**src/rtl/vwpr_pkg.sv**
```systemverilog
// ----------------------------------------------------------------------------
// vwpr_pkg
// shared types and constants of the video write pixel renderer
// ----------------------------------------------------------------------------
package vwpr_pkg;

    localparam int BMP_DEPTH  = 6144;
    localparam int ATTR_DEPTH = 768;
    localparam int BMP_AW     = 13;
    localparam int ATTR_AW    = 10;

    localparam logic [13:0] SCREEN_TOP = 14'h1AFF;
    localparam logic [13:0] ATTR_BASE  = 14'h1800;

    typedef enum logic [2:0] {
        S_CLEAR,
        S_IDLE,
        S_BMP,
        S_ATR
    } t_state;

    typedef struct packed {
        logic              bmp_we;
        logic [BMP_AW-1:0] bmp_addr;
        logic              attr_we;
        logic [ATTR_AW-1:0] attr_addr;
        logic [7:0]        wdata;
    } t_mem_req;

    typedef struct packed {
        logic       valid;
        logic [7:0] row;
        logic [4:0] col;
        logic       bits_from_mem;
        logic [7:0] bits;
        logic       attr_from_mem;
        logic [7:0] attr;
        logic       flash;
        logic       last;
    } t_tag;

endpackage

```
**src/rtl/vwpr_ctrl.sv**
```systemverilog
// ----------------------------------------------------------------------------
// vwpr_ctrl
// sequencer: clearing pass, write decode and row issue for the shared unit
// ----------------------------------------------------------------------------
module vwpr_ctrl (
    input  logic              i_clk,
    input  logic              i_rst_n,
    input  logic              start,
    output logic              busy,
    input  logic [15:0]       i_address,
    input  logic [7:0]        i_value,
    input  logic              i_flash_phase,
    output vwpr_pkg::t_mem_req o_req,
    output vwpr_pkg::t_tag    o_tag
);
    import vwpr_pkg::*;

    t_state              r_state, n_state;
    logic [13:0]         r_addr, n_addr;
    logic [7:0]          r_val, n_val;
    logic                r_flash, n_flash;
    logic [2:0]          r_y, n_y;
    logic [BMP_AW-1:0]   r_clr, n_clr;
    logic                accept;
    logic [13:0]         in_addr;
    logic [7:0]          bmp_line;

    assign in_addr  = i_address[13:0];
    assign accept   = (r_state == S_IDLE) && start;
    assign bmp_line = {r_addr[12:11], r_addr[7:5], r_addr[10:8]};

    always_ff @(posedge i_clk) begin
        if (!i_rst_n) begin
            r_state <= S_CLEAR;
            r_clr   <= '0;
            r_y     <= '0;
        end else begin
            r_state <= n_state;
            r_clr   <= n_clr;
            r_y     <= n_y;
        end
        r_addr  <= n_addr;
        r_val   <= n_val;
        r_flash <= n_flash;
    end

    // next state
    always_comb begin
        n_state = r_state;
        unique case (r_state)
            S_CLEAR: begin
                if (r_clr == BMP_AW'(BMP_DEPTH - 1)) n_state = S_IDLE;
            end
            S_IDLE: begin
                if (start) begin
                    priority if (in_addr > SCREEN_TOP) n_state = S_IDLE;
                    else if (in_addr < ATTR_BASE)      n_state = S_BMP;
                    else                               n_state = S_ATR;
                end
            end
            S_BMP: n_state = S_IDLE;
            S_ATR: begin
                if (r_y == 3'd7) n_state = S_IDLE;
            end
            default: n_state = S_IDLE;
        endcase
    end

    // counters and transaction capture
    always_comb begin
        n_addr  = accept ? in_addr : r_addr;
        n_val   = accept ? i_value : r_val;
        n_flash = accept ? i_flash_phase : r_flash;
        n_clr   = (r_state == S_CLEAR) ? r_clr + 1'b1 : r_clr;
        n_y     = (r_state == S_ATR) ? r_y + 1'b1 : 3'd0;
    end

    // outputs
    always_comb begin
        busy                = (r_state != S_IDLE);
        o_req.bmp_we        = 1'b0;
        o_req.bmp_addr      = r_addr[12:0];
        o_req.attr_we       = 1'b0;
        o_req.attr_addr     = {r_addr[12:11], r_addr[7:0]};
        o_req.wdata         = r_val;
        o_tag.valid         = 1'b0;
        o_tag.row           = bmp_line;
        o_tag.col           = r_addr[4:0];
        o_tag.bits_from_mem = 1'b0;
        o_tag.bits          = r_val;
        o_tag.attr_from_mem = 1'b1;
        o_tag.attr          = r_val;
        o_tag.flash         = r_flash;
        o_tag.last          = 1'b1;
        unique case (r_state)
            S_CLEAR: begin
                o_req.bmp_we    = 1'b1;
                o_req.bmp_addr  = r_clr;
                o_req.attr_we   = (r_clr < BMP_AW'(ATTR_DEPTH));
                o_req.attr_addr = r_clr[ATTR_AW-1:0];
                o_req.wdata     = 8'h00;
            end
            S_IDLE: begin
            end
            S_BMP: begin
                o_req.bmp_we    = 1'b1;
                o_req.attr_addr = {bmp_line[7:3], r_addr[4:0]};
                o_tag.valid     = 1'b1;
            end
            S_ATR: begin
                o_req.attr_we       = (r_y == 3'd0);
                o_req.attr_addr     = r_addr[9:0];
                o_req.bmp_addr      = {r_addr[9:8], r_y, r_addr[7:0]};
                o_tag.valid         = 1'b1;
                o_tag.row           = {r_addr[9:5], r_y};
                o_tag.bits_from_mem = 1'b1;
                o_tag.attr_from_mem = 1'b0;
                o_tag.last          = (r_y == 3'd7);
            end
            default: begin
            end
        endcase
    end

endmodule

```
**config.mk**
```make
export PLATFORM = sky130hd
export DESIGN_NAME = vwpr_ctrl
export DESIGN_NICKNAME = d
export VERILOG_FILES = /design/src/rtl/vwpr_pkg.sv /design/src/rtl/vwpr_ctrl.sv
export SDC_FILE = /design/constraint.sdc
export NUM_CORES = 1
export LEC_CHECK = 0
export ABC_AREA = 0
export BUFFER_PORTS_ARGS = -buffer_cell sky130_fd_sc_hd__buf_2
export CELL_PAD_IN_SITES_DETAIL_PLACEMENT = 0
export CELL_PAD_IN_SITES_GLOBAL_PLACEMENT = 1
export CORE_UTILIZATION = 35
export DETAILED_ROUTE_END_ITERATION = 8
export GPL_ROUTABILITY_DRIVEN = 0
export GPL_TIMING_DRIVEN = 1
export PLACE_DENSITY = 0.89
export SKIP_CTS_REPAIR_TIMING = 1
export SYNTH_ARGS = -nofsm -noshare
export SYNTH_HDL_FRONTEND = slang
export SYNTH_SLANG_ARGS = --single-unit
```
**constraint.sdc**
```tcl
create_clock -name i_clk -period 2.3 [get_ports i_clk]
set_input_delay 0.46 -clock i_clk [delete_from_list [all_inputs] [get_ports i_clk]]
set_output_delay 0.46 -clock i_clk [all_outputs]
set_load 0.005 [all_outputs]
```
==> impl_metrics.env <==
export IMPL_num_antenna_cells=0
export IMPL_seq_area_mm2=0.001022
export IMPL_die_h_um=80.42
export IMPL_detailed_place_hpwl_um=3499
export IMPL_cts_root_buffer="clkbuf_8"
export IMPL_yosys_area_top_type_share=0.3070
export IMPL_core_mm2=0.005921
export IMPL_ys_seq_area_frac=0.4744
export IMPL_worst_setup_path_end_kind="output port"
export IMPL_port_buffers=93
export IMPL_syn_to_final_growth_pct=21.34
export IMPL_die_area_mm2=0.006467
export IMPL_grt_overflow=0
export IMPL_vias=1644
export IMPL_required_ns=1.84
export IMPL_synth_cells=206
export IMPL_peakVddDrop_uv=247.7
export IMPL_period_share=0.9520
export IMPL_hold_viol_final=0
export IMPL_ys_types=34
export IMPL_powerDensity_mw_per_mm2=483.7
export IMPL_fillCellCount=564
export IMPL_grt_pass1_wl_um=7065
export IMPL_ys_ff_latch=40
export IMPL_path_max_fanout=8
export IMPL_timing_hold_ws_ns=0.3429
export IMPL_synth_nets=242
export IMPL_cts_tree="done"
export IMPL_antenna_found_initial=0
export IMPL_min_path_type="input pin to flop"
export IMPL_pin_count=96
export IMPL_drive_gt1_frac=0.4281
export IMPL_die_w_um=80.42
export IMPL_multiInputGateArea_um2=873.3
export IMPL_worstPathArrival_ns=1.73
export IMPL_critPathKind="flop to output port"
export IMPL_syn_avg_cell_area_um2=10.45
export IMPL_setup_tns_ns=0
export IMPL_rows=28
export IMPL_cts_buffer_depth=2
export IMPL_dr_pass1_iters=5
export IMPL_cts_buffers=5
export IMPL_slew_headroom=0.7534
export IMPL_vias_per_cell=4.657
export IMPL_initialDrtViolationCount=74
export IMPL_status="completed"
export IMPL_drv_cap=0
export IMPL_max_freq_ghz=0.4567
export IMPL_clkSinkCount=40
export IMPL_worstSetupStartpointType="flop"
export IMPL_period_minus_slack_ns=2.190
export IMPL_tightest_slew_ns=0.3699
export IMPL_clk_pin_slew_ns=0.07
export IMPL_synth_area_mm2=0.002152
export IMPL_synth_area_leader_cell="edfxtp_1"
export IMPL_synthTopCellsByArea="edfxtp_1, dfxtp_1, buf_4"
export IMPL_grt_max_degree=22
export IMPL_grt_pass1_vias=1521
export IMPL_finalSetupViolCount=0
export IMPL_grt_use_total=0.1462
export IMPL_ant_nets=0
export IMPL_wirelength_um=4550
export IMPL_drcViolationCount=0
export IMPL_wl_per_cell_um=12.89
export IMPL_start_util=0.3635
export IMPL_skew_ns=0.005845
export IMPL_leakagePower_nw=1.167
export IMPL_fin_nets=313
export IMPL_clock_latency_ns=0.29
export IMPL_ys_warn_count=0
export IMPL_slew_viol_final=0
export IMPL_htreeDepth=2
[flip-flops by register name, summed over array words and instances (netlist names)]
register	count
r_val	8
r_addr	13
r_y	3
r_flash	1
r_clr	13
r_state	2
[critical path, stage by stage, from the launching register on]
cell and delay (ns):
dfxtp_1 0.38, inv_1 0.08, ha_1 0.33, or2_4 0.28, nand2_1 0.07, o21ai_0 0.13
buf_2 0.17
[area by class of cell]
cell class                      instances  area share
Clock inverter                          1    0.001917
Clock buffer                            7     0.02923
Tap cell                               75     0.03594
Timing Repair Buffer                   97      0.1897
Inverter                               12     0.01725
Sequential cell                        40      0.3915
Multi-Input combinational cell        121      0.3345
[cells by family (layout without fill, tap and decap cells)]
family / after synthesis / in the layout / share of synthesized area
buf+inv: 45 / 117 / 0.1221
flops: 40 / 40 / 0.4744
compound gates: 28 / 28 / 0.08838
fa+ha+maj: 8 / 8 / 0.04651
mux: 8 / 8 / 0.04011
xor+xnor: 10 / 10 / 0.04070
simple gates: 67 / 67 / 0.1878
[final timing paths]
path / startpoint / to / slack, ns / cells after the start
hold reg to reg: r_state[1]$_SDFFE_PN0P_ / r_state[1]$_SDFFE_PN0P_ / 0.50 / 2
setup / recovery: r_state[1]$_SDFFE_PN0P_ / o_req[21] / 0.11 / 6
hold / removal: i_address[0] / r_addr[0]$_DFFE_PP_ / 0.34 / 1
setup reg to reg: r_state[1]$_SDFFE_PN0P_ / r_clr[9]$_SDFFE_PN0P_ / 0.46 / 7
[metrics by stage]
step / total power [mW] / utilization / cells / area, µm² / setup slack (ns)
global route: 1.318 / 0.4410 / 353 / 2611 / -0.002148
detailed placement: 0.8359 / 0.4262 / 345 / 2524 / 0.2922
CTS: 1.281 / 0.4400 / 353 / 2605 / -0.03343
global placement: 0.8345 / 0.4262 / 345 / 2524 / 0.3307
floorplan: 0.8065 / - / 206 / 2152 / 0.2849
finish: 1.263 / 0.4410 / 353 / 2611 / 0.1104
[Yosys cell counts, drive strengths merged]
library cell,n
xor2,4
mux2,5
nor2b,11
nand3,4
and2,11
ha,8
xnor2,6
dfxtp,18
o21ai,6
edfxtp,22
a22oi,3
nor4,6
mux2i,3
nand3b,1
or2,3
o2111ai,1
nor2,2
inv,12
nand4,4
and3,4
a21boi,2
nand4b,1
a21oi,8
buf,25
or3,2
clkbuf,8
a22o,7
o221a,1
nand2b,1
nand2,17
[report_power, final]
group / leakage [nW] / internal, mW / total, mW / switching (mW)
clock network: 0.0422 / 0.213 / 0.444 / 0.231
logic: 0.781 / 0.0310 / 0.0567 / 0.0257
registers: 0.344 / 0.756 / 0.763 / 0.00627
total: 1.17 / 1.00 / 1.26 / 0.263
[placed cells by master (no fill, tap or decap), types with 4 or more instances in the layout]
cell type / n
nand2_1: 17
xor2_1: 4
xnor2_1: 6
edfxtp_1: 22
buf_2: 93
and2_1: 11
mux2_2: 5
o21ai_0: 6
a21oi_1: 8
clkbuf_8: 5
dfxtp_1: 17
and3_1: 4
nand3_1: 4
nor2b_1: 11
buf_4: 4
inv_1: 12
ha_1: 8
a22o_1: 6
[layer usage]
| layer | vias to the layer above | GRT usage | routed length [µm] |
|---|---|---|---|
| met2 | 35 | 0.2415 | 2315 |
| met3 | 5 | 0.03750 | 170 |
| met1 | 773 | 0.1759 | 1997 |
| li1 | 831 | - | - |
| met4 | 0 | 0.06964 | 67 |
| met5 | - | 0 | 0 |
Power figures use the tool's default switching activity.
