**src/rtl/vwpr_pkg.sv**
```systemverilog
// ----------------------------------------------------------------------------
// vwpr_pkg
// shared types and constants of the video write pixel renderer
// ----------------------------------------------------------------------------
package vwpr_pkg;

    localparam int BMP_DEPTH  = 6144;
    localparam int ATTR_DEPTH = 768;
    localparam int BMP_AW     = 13;
    localparam int ATTR_AW    = 10;

    localparam logic [13:0] SCREEN_TOP = 14'h1AFF;
    localparam logic [13:0] ATTR_BASE  = 14'h1800;

    typedef enum logic [2:0] {
        S_CLEAR,
        S_IDLE,
        S_BMP,
        S_ATR
    } t_state;

    typedef struct packed {
        logic              bmp_we;
        logic [BMP_AW-1:0] bmp_addr;
        logic              attr_we;
        logic [ATTR_AW-1:0] attr_addr;
        logic [7:0]        wdata;
    } t_mem_req;

    typedef struct packed {
        logic       valid;
        logic [7:0] row;
        logic [4:0] col;
        logic       bits_from_mem;
        logic [7:0] bits;
        logic       attr_from_mem;
        logic [7:0] attr;
        logic       flash;
        logic       last;
    } t_tag;

endpackage

```
**src/rtl/vwpr_shade.sv**
```systemverilog
// ----------------------------------------------------------------------------
// vwpr_shade
// shared row unit: turns one bitmap byte and one attribute into eight
// palette indices, registered onto the result ports
// ----------------------------------------------------------------------------
module vwpr_shade (
    input  logic          i_clk,
    input  logic          i_rst_n,
    input  vwpr_pkg::t_tag i_tag,
    input  logic [7:0]    i_bmp_rdata,
    input  logic [7:0]    i_attr_rdata,
    output logic          o_valid,
    output logic [7:0]    o_pixel_row,
    output logic [4:0]    o_column_byte,
    output logic [3:0]    o_pixel_0,
    output logic [3:0]    o_pixel_1,
    output logic [3:0]    o_pixel_2,
    output logic [3:0]    o_pixel_3,
    output logic [3:0]    o_pixel_4,
    output logic [3:0]    o_pixel_5,
    output logic [3:0]    o_pixel_6,
    output logic [3:0]    o_pixel_7,
    output logic          o_last
);
    import vwpr_pkg::*;

    t_tag       r_tag;
    logic [7:0] bits;
    logic [7:0] attr;
    logic [3:0] ink;
    logic [3:0] paper;
    logic [3:0] n_pix [8];

    always_ff @(posedge i_clk) begin
        if (!i_rst_n) begin
            r_tag.valid <= 1'b0;
        end else begin
            r_tag.valid <= i_tag.valid;
        end
        r_tag.row           <= i_tag.row;
        r_tag.col           <= i_tag.col;
        r_tag.bits_from_mem <= i_tag.bits_from_mem;
        r_tag.bits          <= i_tag.bits;
        r_tag.attr_from_mem <= i_tag.attr_from_mem;
        r_tag.attr          <= i_tag.attr;
        r_tag.flash         <= i_tag.flash;
        r_tag.last          <= i_tag.last;
    end

    always_comb begin
        bits = r_tag.bits_from_mem ? i_bmp_rdata : r_tag.bits;
        attr = r_tag.attr_from_mem ? i_attr_rdata : r_tag.attr;
        if (attr[7] && r_tag.flash) begin
            ink   = attr[6:3];
            paper = {attr[6], attr[2:0]};
        end else begin
            ink   = {attr[6], attr[2:0]};
            paper = attr[6:3];
        end
        for (int p = 0; p < 8; p++) begin
            n_pix[p] = bits[7-p] ? ink : paper;
        end
    end

    always_ff @(posedge i_clk) begin
        if (!i_rst_n) begin
            o_valid <= 1'b0;
        end else begin
            o_valid <= r_tag.valid;
        end
        o_pixel_row   <= r_tag.row;
        o_column_byte <= r_tag.col;
        o_last        <= r_tag.last;
        o_pixel_0     <= n_pix[0];
        o_pixel_1     <= n_pix[1];
        o_pixel_2     <= n_pix[2];
        o_pixel_3     <= n_pix[3];
        o_pixel_4     <= n_pix[4];
        o_pixel_5     <= n_pix[5];
        o_pixel_6     <= n_pix[6];
        o_pixel_7     <= n_pix[7];
    end

endmodule

```
**config.mk**
```make
export PLATFORM = sky130hd
export DESIGN_NAME = vwpr_shade
export DESIGN_NICKNAME = d
export VERILOG_FILES = /design/src/rtl/vwpr_pkg.sv /design/src/rtl/vwpr_shade.sv
export SDC_FILE = /design/constraint.sdc
export NUM_CORES = 1
export LEC_CHECK = 0
export ABC_CLOCK_PERIOD_IN_PS = 1300
export BUFFER_PORTS_ARGS = -buffer_cell sky130_fd_sc_hd__buf_2
export CAP_MARGIN = 20
export CELL_PAD_IN_SITES_DETAIL_PLACEMENT = 1
export CELL_PAD_IN_SITES_GLOBAL_PLACEMENT = 2
export CORE_MARGIN = 2
export CORE_UTILIZATION = 25
export CTS_CLUSTER_DIAMETER = 200
export DETAILED_ROUTE_END_ITERATION = 16
export PLACE_DENSITY = 0.82
export SYNTH_ARGS = -nofsm -noshare
export SYNTH_HDL_FRONTEND = slang
export SYNTH_SLANG_ARGS = --single-unit
```
**constraint.sdc**
```tcl
create_clock -name i_clk -period 1.3 [get_ports i_clk]
set_input_delay 0.195 -clock i_clk [delete_from_list [all_inputs] [get_ports i_clk]]
set_output_delay 0.195 -clock i_clk [all_outputs]
set_load 0.005 [all_outputs]
```
==> results.sh, run 1 <==
export IMPL_cp_data_required_time_ns=1.55
export IMPL_utilization_pct=41.5
export IMPL_die_area_mm2=0.00893
export IMPL_holdPathStages=2
export IMPL_slew_viol_final=0
export IMPL_antenna_found_initial=1
export IMPL_area_delta_synth_final_pct=64.1
export IMPL_layout_common_cells="buf_2, dfxtp_1, mux2i_1"
export IMPL_ys_types=9
export IMPL_cp_arrival_ns=1.59
export IMPL_initial_utilization_pct=25.3
export IMPL_diodes=0
export IMPL_clkSlewWorstSetupHoldPaths_ns=0.07
export IMPL_insertion_delay_ns=0.33
export IMPL_drc_errors=0
export IMPL_die_h_um=94.5
export IMPL_vias=1449
export IMPL_yosysWarnings=0
export IMPL_fin_crit_sh_pct=103
export IMPL_finClkSkew_ns=0.00328
export IMPL_grt_usage_pct=12.3
export IMPL_final_common_cell="buf_2"
export IMPL_slew_headroom_pct=80.5
export IMPL_syn_instance_count=134
export IMPL_critPathKind="register to register"
export IMPL_p_leak_nw=1.65
export IMPL_grt_pass1_wl_mm=8.14
export IMPL_clockBufferDepth=2
export IMPL_ant_nets=0
export IMPL_max_cap_viol_count=0
export IMPL_syn_nets=186
export IMPL_cts_buffers_inserted=9
export IMPL_holdCritStartpoint="i_tag[33]"
export IMPL_coreArea_mm2=0.00809
export IMPL_drt_iter0_drc=26
export IMPL_ir_worst_vdd_mv=0.661
export IMPL_violations="negative setup slack"
export IMPL_setup_violations=10
export IMPL_end_kind="register"
export IMPL_multiInputGateArea_um2=581
export IMPL_rsz0062_at_grt="yes"
export IMPL_cts_sinks=74
export IMPL_drive_gt1_share_pct=48.8
export IMPL_grt_pass1_vias=1695
export IMPL_max_slew_worst_pin_slew_ns=0.291
export IMPL_die_w_um=94.5
export IMPL_min_path_type="input port to register"
export IMPL_syn_avg_cell_area_um2=15.3
export IMPL_power_total_mw=5.06
export IMPL_vias_per_cell=3.70
export IMPL_ys_ff_latch=74
export IMPL_gp_congestion=0.744
export IMPL_critPathLaunchType="register"
export IMPL_fmax_ghz=0.744
export IMPL_fin_ws_ns=-0.0445
export IMPL_tritoncts="done"
export IMPL_placementRows=33
export IMPL_seqCellArea_mm2=0.00148
export IMPL_io_pins=99
export IMPL_grt_max_degree=12
export IMPL_grt_overflow_total=0
export IMPL_drt_pre_antenna_iters=2
export IMPL_root_buffer="clkbuf_8"
export IMPL_avgRoutedWirePerCell_um=12.7
export IMPL_hold_viol_final=0
export IMPL_drt_total_wl_mm=4.96
export IMPL_cp_max_fo=8
export IMPL_reg2regPathDepth=4
export IMPL_io_buffers=98
export IMPL_r2r_start="r_tag[10]$_DFF_P_"
export IMPL_yosysSeqAreaShare_pct=72.4
export IMPL_synth_area_mm2=0.00205
export IMPL_min_period_ns=1.34
export IMPL_outcome="complete, but fails checks"
export IMPL_num_fill_cells=891
export IMPL_hpwl_mm=3.54
export IMPL_layout_nets=334
export IMPL_crit_start="r_tag[10]$_DFF_P_"
export IMPL_hold_slack_ns=0.0656
export IMPL_p_per_area_mw_per_mm2=1510
export IMPL_htree_levels=3
-- Yosys cell counts (all sizes together) --
cell type	instances	area (um^2)
clkbuf	1	5.00
buf	8	63.8
mux2i	38	380
and2	2	12.5
nand2	1	11.3
mux2	2	22.5
xnor2	8	70.1
dfxtp	74	1480
-- worst max-delay path: stages (launching register included) --
cell and delay, ns:
dfxtp_2 0.34, mux2_4 0.33, nand2_8 0.15, xnor2_2 0.18, mux2i_1 0.26
-- final timing paths --
path,to,slack (ns)
worst max-delay path,o_pixel_5[1]$_DFF_P_,-0.04
worst max register to register,o_pixel_5[1]$_DFF_P_,-0.04
worst min-delay path,r_tag[33]$_SDFF_PN0_,0.07
worst min register to register,o_column_byte[0]$_DFF_P_,0.33
-- through the flow --
stage	setup WS (ns)	cells	TNS, ns	cell area [um^2]
floorplan	-0.0321	134	-0.772	2120
global placement	-0.0204	343	-0.0826	2800
detailed placement	-0.0284	343	-0.206	2800
CTS	-0.0484	392	-0.386	3360
global route	-0.102	392	-1.33	3360
finish	-0.0445	392	-0.171	3360
-- cells by family after synthesis --
| kind of cell | Yosys count | share of synthesized area (%) |
|---|---|---|
| flops | 74 | 72.4 |
| mux | 40 | 19.7 |
| xor+xnor | 8 | 3.42 |
| simple gates | 3 | 1.16 |
| buf+inv | 9 | 3.36 |
-- layer usage --
layer / share of wire [%] / track usage [%]
met1: 38 / 12.0
met2: 48 / 21.6
met3: 11 / 6.38
met4: 2.0 / 5.80
met5: 0 / 0
-- registers in the layout, summed over array words and instances, names as in the netlist, 4 cells and up --
| signal | count |
|---|---|
| o_pixel_0 | 4 |
| o_column_byte | 5 |
| r_tag | 34 |
| o_pixel_row | 8 |
-- area by class of cell --
cell class / count / area share, %
multi-input combinational: 51 / 17.3
sequential: 74 / 44.2
tap: 105 / 3.91
clock inverter: 1 / 0.894
timing repair buffer: 146 / 28.2
clock buffer: 15 / 5.55
-- report_power, final --
group	total (mW)	switching (mW)	internal, mW
sequential	2.52	0.0555	2.46
clock	1.85	0.749	1.10
combinational	0.692	0.277	0.415
-- timing repair --
action | 4_1_cts | 5_1_grt
hold buffers | 33 | 0
endpoints found under the setup margin | 22 | 24
pin swaps | 0 | 1
gates resized for setup | 2 | 1
buffers inserted | 0 | 0
hold endpoints to repair | 33 | 0
Note: power is estimated with default switching activity, not from simulation.
==> run 2: changes to the inputs <==
Settings changed: GPL_TIMING_DRIVEN set to 0.
==> results.sh, run 2 (same netlist as run 1, synthesis figures left out) <==
export IMPL_layout_common_cells="buf_2, dfxtp_1, dlygate4sd3_1"
export IMPL_grt_overflow_total=0
export IMPL_slew_viol_final=0
export IMPL_ant_nets=0
export IMPL_reg_largest_list="r_tag x34, o_pixel_row x8, o_column_byte x5"
export IMPL_critPathKind="register to register"
export IMPL_root_buffer="clkbuf_8"
export IMPL_dpl_cell_area_mm2=0.00274
export IMPL_gp_congestion=0.652
export IMPL_drt_iter0_drc=16
export IMPL_clockBufferDepth=2
export IMPL_stdcell_area_mm2=0.00355
export IMPL_initial_utilization_pct=25.3
export IMPL_coreArea_mm2=0.00809
export IMPL_diodes=0
export IMPL_ir_worst_vdd_mv=1.13
export IMPL_outcome="complete, but fails checks"
export IMPL_cp_arrival_ns=1.67
export IMPL_fin_crit_sh_pct=109
export IMPL_grt_usage_pct=13.0
export IMPL_p_per_area_mw_per_mm2=1470
export IMPL_vias=1489
export IMPL_critPathLaunchType="register"
export IMPL_layout_nets=333
export IMPL_fmax_ghz=0.707
export IMPL_drive_gt1_share_pct=53.1
export IMPL_crit_slowest_cell="dfxtp_4"
export IMPL_cp_max_fo=8
export IMPL_die_h_um=94.5
export IMPL_end_kind="register"
export IMPL_insertion_delay_ns=0.34
export IMPL_clkSlewWorstSetupHoldPaths_ns=0.08
export IMPL_power_total_mw=5.23
export IMPL_fin_ws_ns=-0.114
export IMPL_min_path_type="input port to register"
export IMPL_placedCellCount=337
export IMPL_min_period_ns=1.41
export IMPL_area_delta_synth_final_pct=73.4
export IMPL_max_cap_viol_count=0
export IMPL_drt_pre_antenna_iters=2
export IMPL_grt_pass1_wl_mm=8.43
export IMPL_grt_max_degree=14
export IMPL_final_common_cell="buf_2"
export IMPL_drt_total_wl_mm=5.19
export IMPL_die_w_um=94.5
export IMPL_cts_sinks=74
export IMPL_slew_headroom_pct=55.8
export IMPL_grt_pass1_vias=1723
export IMPL_finClkSkew_ns=0.00848
export IMPL_largest_reg_flops=34
export IMPL_regMostFlops="r_tag"
export IMPL_antenna_found_initial=0
export IMPL_tritoncts="done"
export IMPL_num_fill_cells=856
export IMPL_setup_tns_final_ns=-1.66
export IMPL_violations="negative setup slack"
export IMPL_crit_chain="mux2_4, nand2_8, xnor2_2, mux2i_1"
export IMPL_die_area_mm2=0.00893
export IMPL_io_pins=99
export IMPL_avgRoutedWirePerCell_um=13.3
export IMPL_drc_errors=0
export IMPL_hold_viol_final=0
export IMPL_htree_levels=3
export IMPL_max_slew_worst_pin_slew_ns=0.645
export IMPL_pre_cts_slack_ns=-0.167
export IMPL_cp_data_required_time_ns=1.56
export IMPL_holdPathStages=2
export IMPL_reg2regPathDepth=4
export IMPL_io_buffers=98
export IMPL_p_leak_nw=1.64
export IMPL_layout_cells_non_filler=391
export IMPL_critPathMaxStageDelay_ns=0.37
export IMPL_vias_per_cell=3.81
export IMPL_rsz0062_at_grt="yes"
export IMPL_cts_buffers_inserted=9
export IMPL_placementRows=33
export IMPL_setup_violations=24
-- run 2: path summary, 6_finish.rpt --
kind | from | endpoint | slack, ns
min reg2reg | r_tag[20]$_DFF_P_ | o_column_byte[0]$_DFF_P_ | 0.33
min | i_tag[33] | r_tag[33]$_SDFF_PN0_ | 0.06
max reg2reg | r_tag[10]$_DFF_P_ | o_pixel_4[2]$_DFF_P_ | -0.11
max | r_tag[10]$_DFF_P_ | o_pixel_4[2]$_DFF_P_ | -0.11
-- run 2: where the power goes --
part | switching, mW | internal, mW
combinational | 0.313 | 0.469
sequential | 0.0606 | 2.46
clock | 0.840 | 1.09
total | 1.21 | 4.02
-- run 2: stage by stage --
step                hold slack (ns)  utilization (%)
floorplan                     0.223                -
global placement              0.297             33.9
detailed placement            0.299             33.9
CTS                          0.0353             43.2
global route                 0.0411             43.9
finish                       0.0575             43.9
-- run 2: cell type report --
type / instances / area, um^2 / area share [%]
clock buffers: 10 / 128 / 3.60
multi-input cells: 51 / 772 / 21.7
well taps: 105 / 131 / 3.70
clock inverters: 6 / 90.1 / 2.54
repair buffers: 137 / 878 / 24.7
flip-flops and latches: 74 / 1490 / 41.9
plain buffers: 8 / 63.8 / 1.80
-- run 2: layer usage --
layer,vias up,wire length [um],GRT usage (%)
li1,733,-,-
met1,679,1680,11.5
met2,73,2890,24.6
met3,4,584,7.10
met4,0,38,4.35
met5,-,0,0
-- run 2: what timing repair did --
item	in CTS	in global routing
pin swaps	3	5
resized for setup	23	12
cloned	0	0
setup endpoints to repair	24	31
endpoints found under the hold margin	33	0
setup buffers	6	0
hold buffers	33	0
-- run 2: worst max-delay path, delay by kind of cell, from the launching register on --
family	cells	cell delay (ns)
multiplexers	2	0.56
flip-flops	1	0.37
AND/OR/NAND/NOR	1	0.21
XOR/XNOR	1	0.20
==> run 3: changes to the inputs <==
Settings changed: CELL_PAD_IN_SITES_DETAIL_PLACEMENT 1 to 0, CELL_PAD_IN_SITES_GLOBAL_PLACEMENT 2 to 1, CORE_UTILIZATION 25 to 31, GPL_TIMING_DRIVEN 0 to not set, PLACE_DENSITY 0.82 to 0.83.
==> results.sh, run 3 (same netlist as run 1, synthesis figures left out) <==
export IMPL_drive_gt1_share_pct=49.6
export IMPL_area_delta_synth_final_pct=61.9
export IMPL_clockBufferDepth=2
export IMPL_cp_buffers_inverters=0
export IMPL_slew_viol_final=0
export IMPL_ant_nets=0
export IMPL_outcome="complete, but fails checks"
export IMPL_dpl_cell_area_mm2=0.00275
export IMPL_met1_length_mm=1.62
export IMPL_initial_utilization_pct=32.1
export IMPL_wl_met2_mm=1.92
export IMPL_htree_levels=3
export IMPL_drc_errors=0
export IMPL_critPathTopFamily="multiplexers"
export IMPL_whs_endpoint="r_tag[33]$_SDFF_PN0_"
export IMPL_cp_arrival_ns=1.58
export IMPL_fmax_ghz=0.754
export IMPL_crit_slowest_cell="dfxtp_2"
export IMPL_reg_largest_list="r_tag x34, o_pixel_row x8, o_column_byte x5"
export IMPL_cp_max_fo=8
export IMPL_placedCellCount=313
export IMPL_utilization_pct=51.9
export IMPL_critPathLaunchType="register"
export IMPL_die_w_um=85.3
export IMPL_regMostFlops="r_tag"
export IMPL_grt_overflow_total=0
export IMPL_num_fill_cells=576
export IMPL_grt_pass1_vias=1535
export IMPL_rsz0062_at_grt="yes"
export IMPL_holdCritStartpoint="i_tag[33]"
export IMPL_end_kind="register"
export IMPL_placementRows=29
export IMPL_clkPwrFrac_pct=35.3
export IMPL_tritoncts="done"
export IMPL_hpwl_mm=2.97
export IMPL_drt_pre_antenna_iters=2
export IMPL_p_per_area_mw_per_mm2=1490
export IMPL_avgRoutedWirePerCell_um=11.5
export IMPL_coreArea_mm2=0.00639
export IMPL_grt_max_degree=13
export IMPL_min_path_type="input port to register"
export IMPL_r2r_slack_ns=-0.03
export IMPL_crit_chain="mux2_4, nand2_8, xnor2_2, mux2i_1"
export IMPL_max_cap_viol_count=0
export IMPL_vias_per_cell=3.90
export IMPL_violations="negative setup slack"
export IMPL_layout_cells_non_filler=361
export IMPL_r2r_start="r_tag[10]$_DFF_P_"
export IMPL_max_slew_worst_pin_slew_ns=0.300
export IMPL_top_layer_used="met5"
export IMPL_critPathKind="register to register"
export IMPL_min_period_ns=1.33
export IMPL_clkSlewWorstSetupHoldPaths_ns=0.07
export IMPL_fin_crit_sh_pct=102
export IMPL_setup_violations=5
export IMPL_p_sw_mw=1.08
export IMPL_die_area_mm2=0.00727
export IMPL_routed_wl_met3_um=561
export IMPL_final_common_cell="buf_2"
export IMPL_critPathMaxStageDelay_ns=0.34
export IMPL_insertion_delay_ns=0.33
export IMPL_fin_ws_ns=-0.0269
export IMPL_die_h_um=85.3
export IMPL_p_leak_nw=1.63
export IMPL_grt_usage_pct=12.5
export IMPL_p_int_mw=3.86
export IMPL_drt_total_wl_mm=4.16
export IMPL_antenna_found_initial=1
export IMPL_finClkSkew_ns=0.00508
export IMPL_layout_nets=332
export IMPL_slew_headroom_pct=79.6
export IMPL_hold_viol_final=0
export IMPL_io_buffers=98
export IMPL_cp_data_required_time_ns=1.56
export IMPL_grt_pass1_wl_mm=6.79
export IMPL_p_comb_share_pct=13.8
export IMPL_root_buffer="clkbuf_8"
export IMPL_gp_congestion=0.655
export IMPL_cts_sinks=74
export IMPL_layout_common_cells="buf_2, dfxtp_1, mux2i_1"
export IMPL_pre_cts_slack_ns=-0.0123
export IMPL_diodes=0
export IMPL_drt_iter0_drc=26
export IMPL_io_pins=99
export IMPL_pwr_share_seq_pct=50.9
export IMPL_largest_reg_flops=34
export IMPL_holdPathStages=2
export IMPL_postCtsSetupBuffers=0
export IMPL_cts_buffers_inserted=9
export IMPL_ir_worst_vdd_mv=1.05
export IMPL_stdcell_area_mm2=0.00331
export IMPL_setup_tns_final_ns=-0.0863
export IMPL_reg2regPathDepth=4
export IMPL_vias=1407
export IMPL_switching_share_pct=21.9
export IMPL_r2r_end="o_pixel_3[0]$_DFF_P_"
==> run 3: area by class of cell <==
type | instances | area (um^2) | area share (%)
multi-input combinational | 51 | 599 | 18.1
clock buffer | 11 | 151 | 4.57
clock inverter | 4 | 51.3 | 1.55
tap | 77 | 96.3 | 2.91
sequential | 74 | 1480 | 44.8
timing repair buffer | 144 | 931 | 28.1
==> run 3: timing repair <==
item | in CTS | in global routing
gates resized for setup | 2 | 4
endpoints found under the hold margin | 33 | 0
hold buffers | 33 | 0
endpoints found under the setup margin | 15 | 24
==> run 3: power by group through the flow <==
stage | combinational (mW) | clock (mW) | sequential [mW]
CTS | 0.679 | 1.80 | 2.52
finish | 0.684 | 1.74 | 2.52
global route | 0.746 | 1.92 | 2.53
floorplan | 0.290 | 0 | 2.58
detailed placement | 0.592 | 0 | 2.57
global placement | 0.587 | 0 | 2.57
==> run 3: worst max-delay path by stage <==
stage | from | endpoint | slack, ns | cells past startpoint
finish | r_tag[10]$_DFF_P_ | o_pixel_3[0]$_DFF_P_ | -0.03 | 4
global route | r_tag[10]$_DFF_P_ | o_pixel_2[2]$_DFF_P_ | -0.08 | 4
CTS | r_tag[10]$_DFF_P_ | o_pixel_4[1]$_DFF_P_ | -0.03 | 4
detailed placement | r_tag[10]$_DFF_P_ | o_pixel_7[0]$_DFF_P_ | -0.01 | 4
global placement | r_tag[10]$_DFF_P_ | o_pixel_3[2]$_DFF_P_ | -0.003 | 4
floorplan | r_tag[10]$_DFF_P_ | o_pixel_0[0]$_DFF_P_ | -0.03 | 5
==> run 3: through the flow <==
| step | power [mW] | hold slack [ns] |
|---|---|---|
| floorplan | 2.87 | 0.223 |
| global placement | 3.15 | 0.298 |
| detailed placement | 3.16 | 0.299 |
| CTS | 5.00 | 0.0432 |
| global route | 5.21 | 0.0368 |
| finish | 4.94 | 0.0620 |
==> run 3: routing by layer <==
layer / global-route usage [%] / vias up
li1: - / 729
met1: 12.8 / 597
met2: 19.6 / 71
met3: 9.73 / 8
met4: 4.33 / 2
met5: 0 / -
==> run 3: worst register-to-register path, delay by kind of cell, from the launching register on <==
kind | cells | cell delay [ns]
XOR/XNOR | 1 | 0.18
flip-flops | 1 | 0.34
AND/OR/NAND/NOR | 1 | 0.16
multiplexers | 2 | 0.57
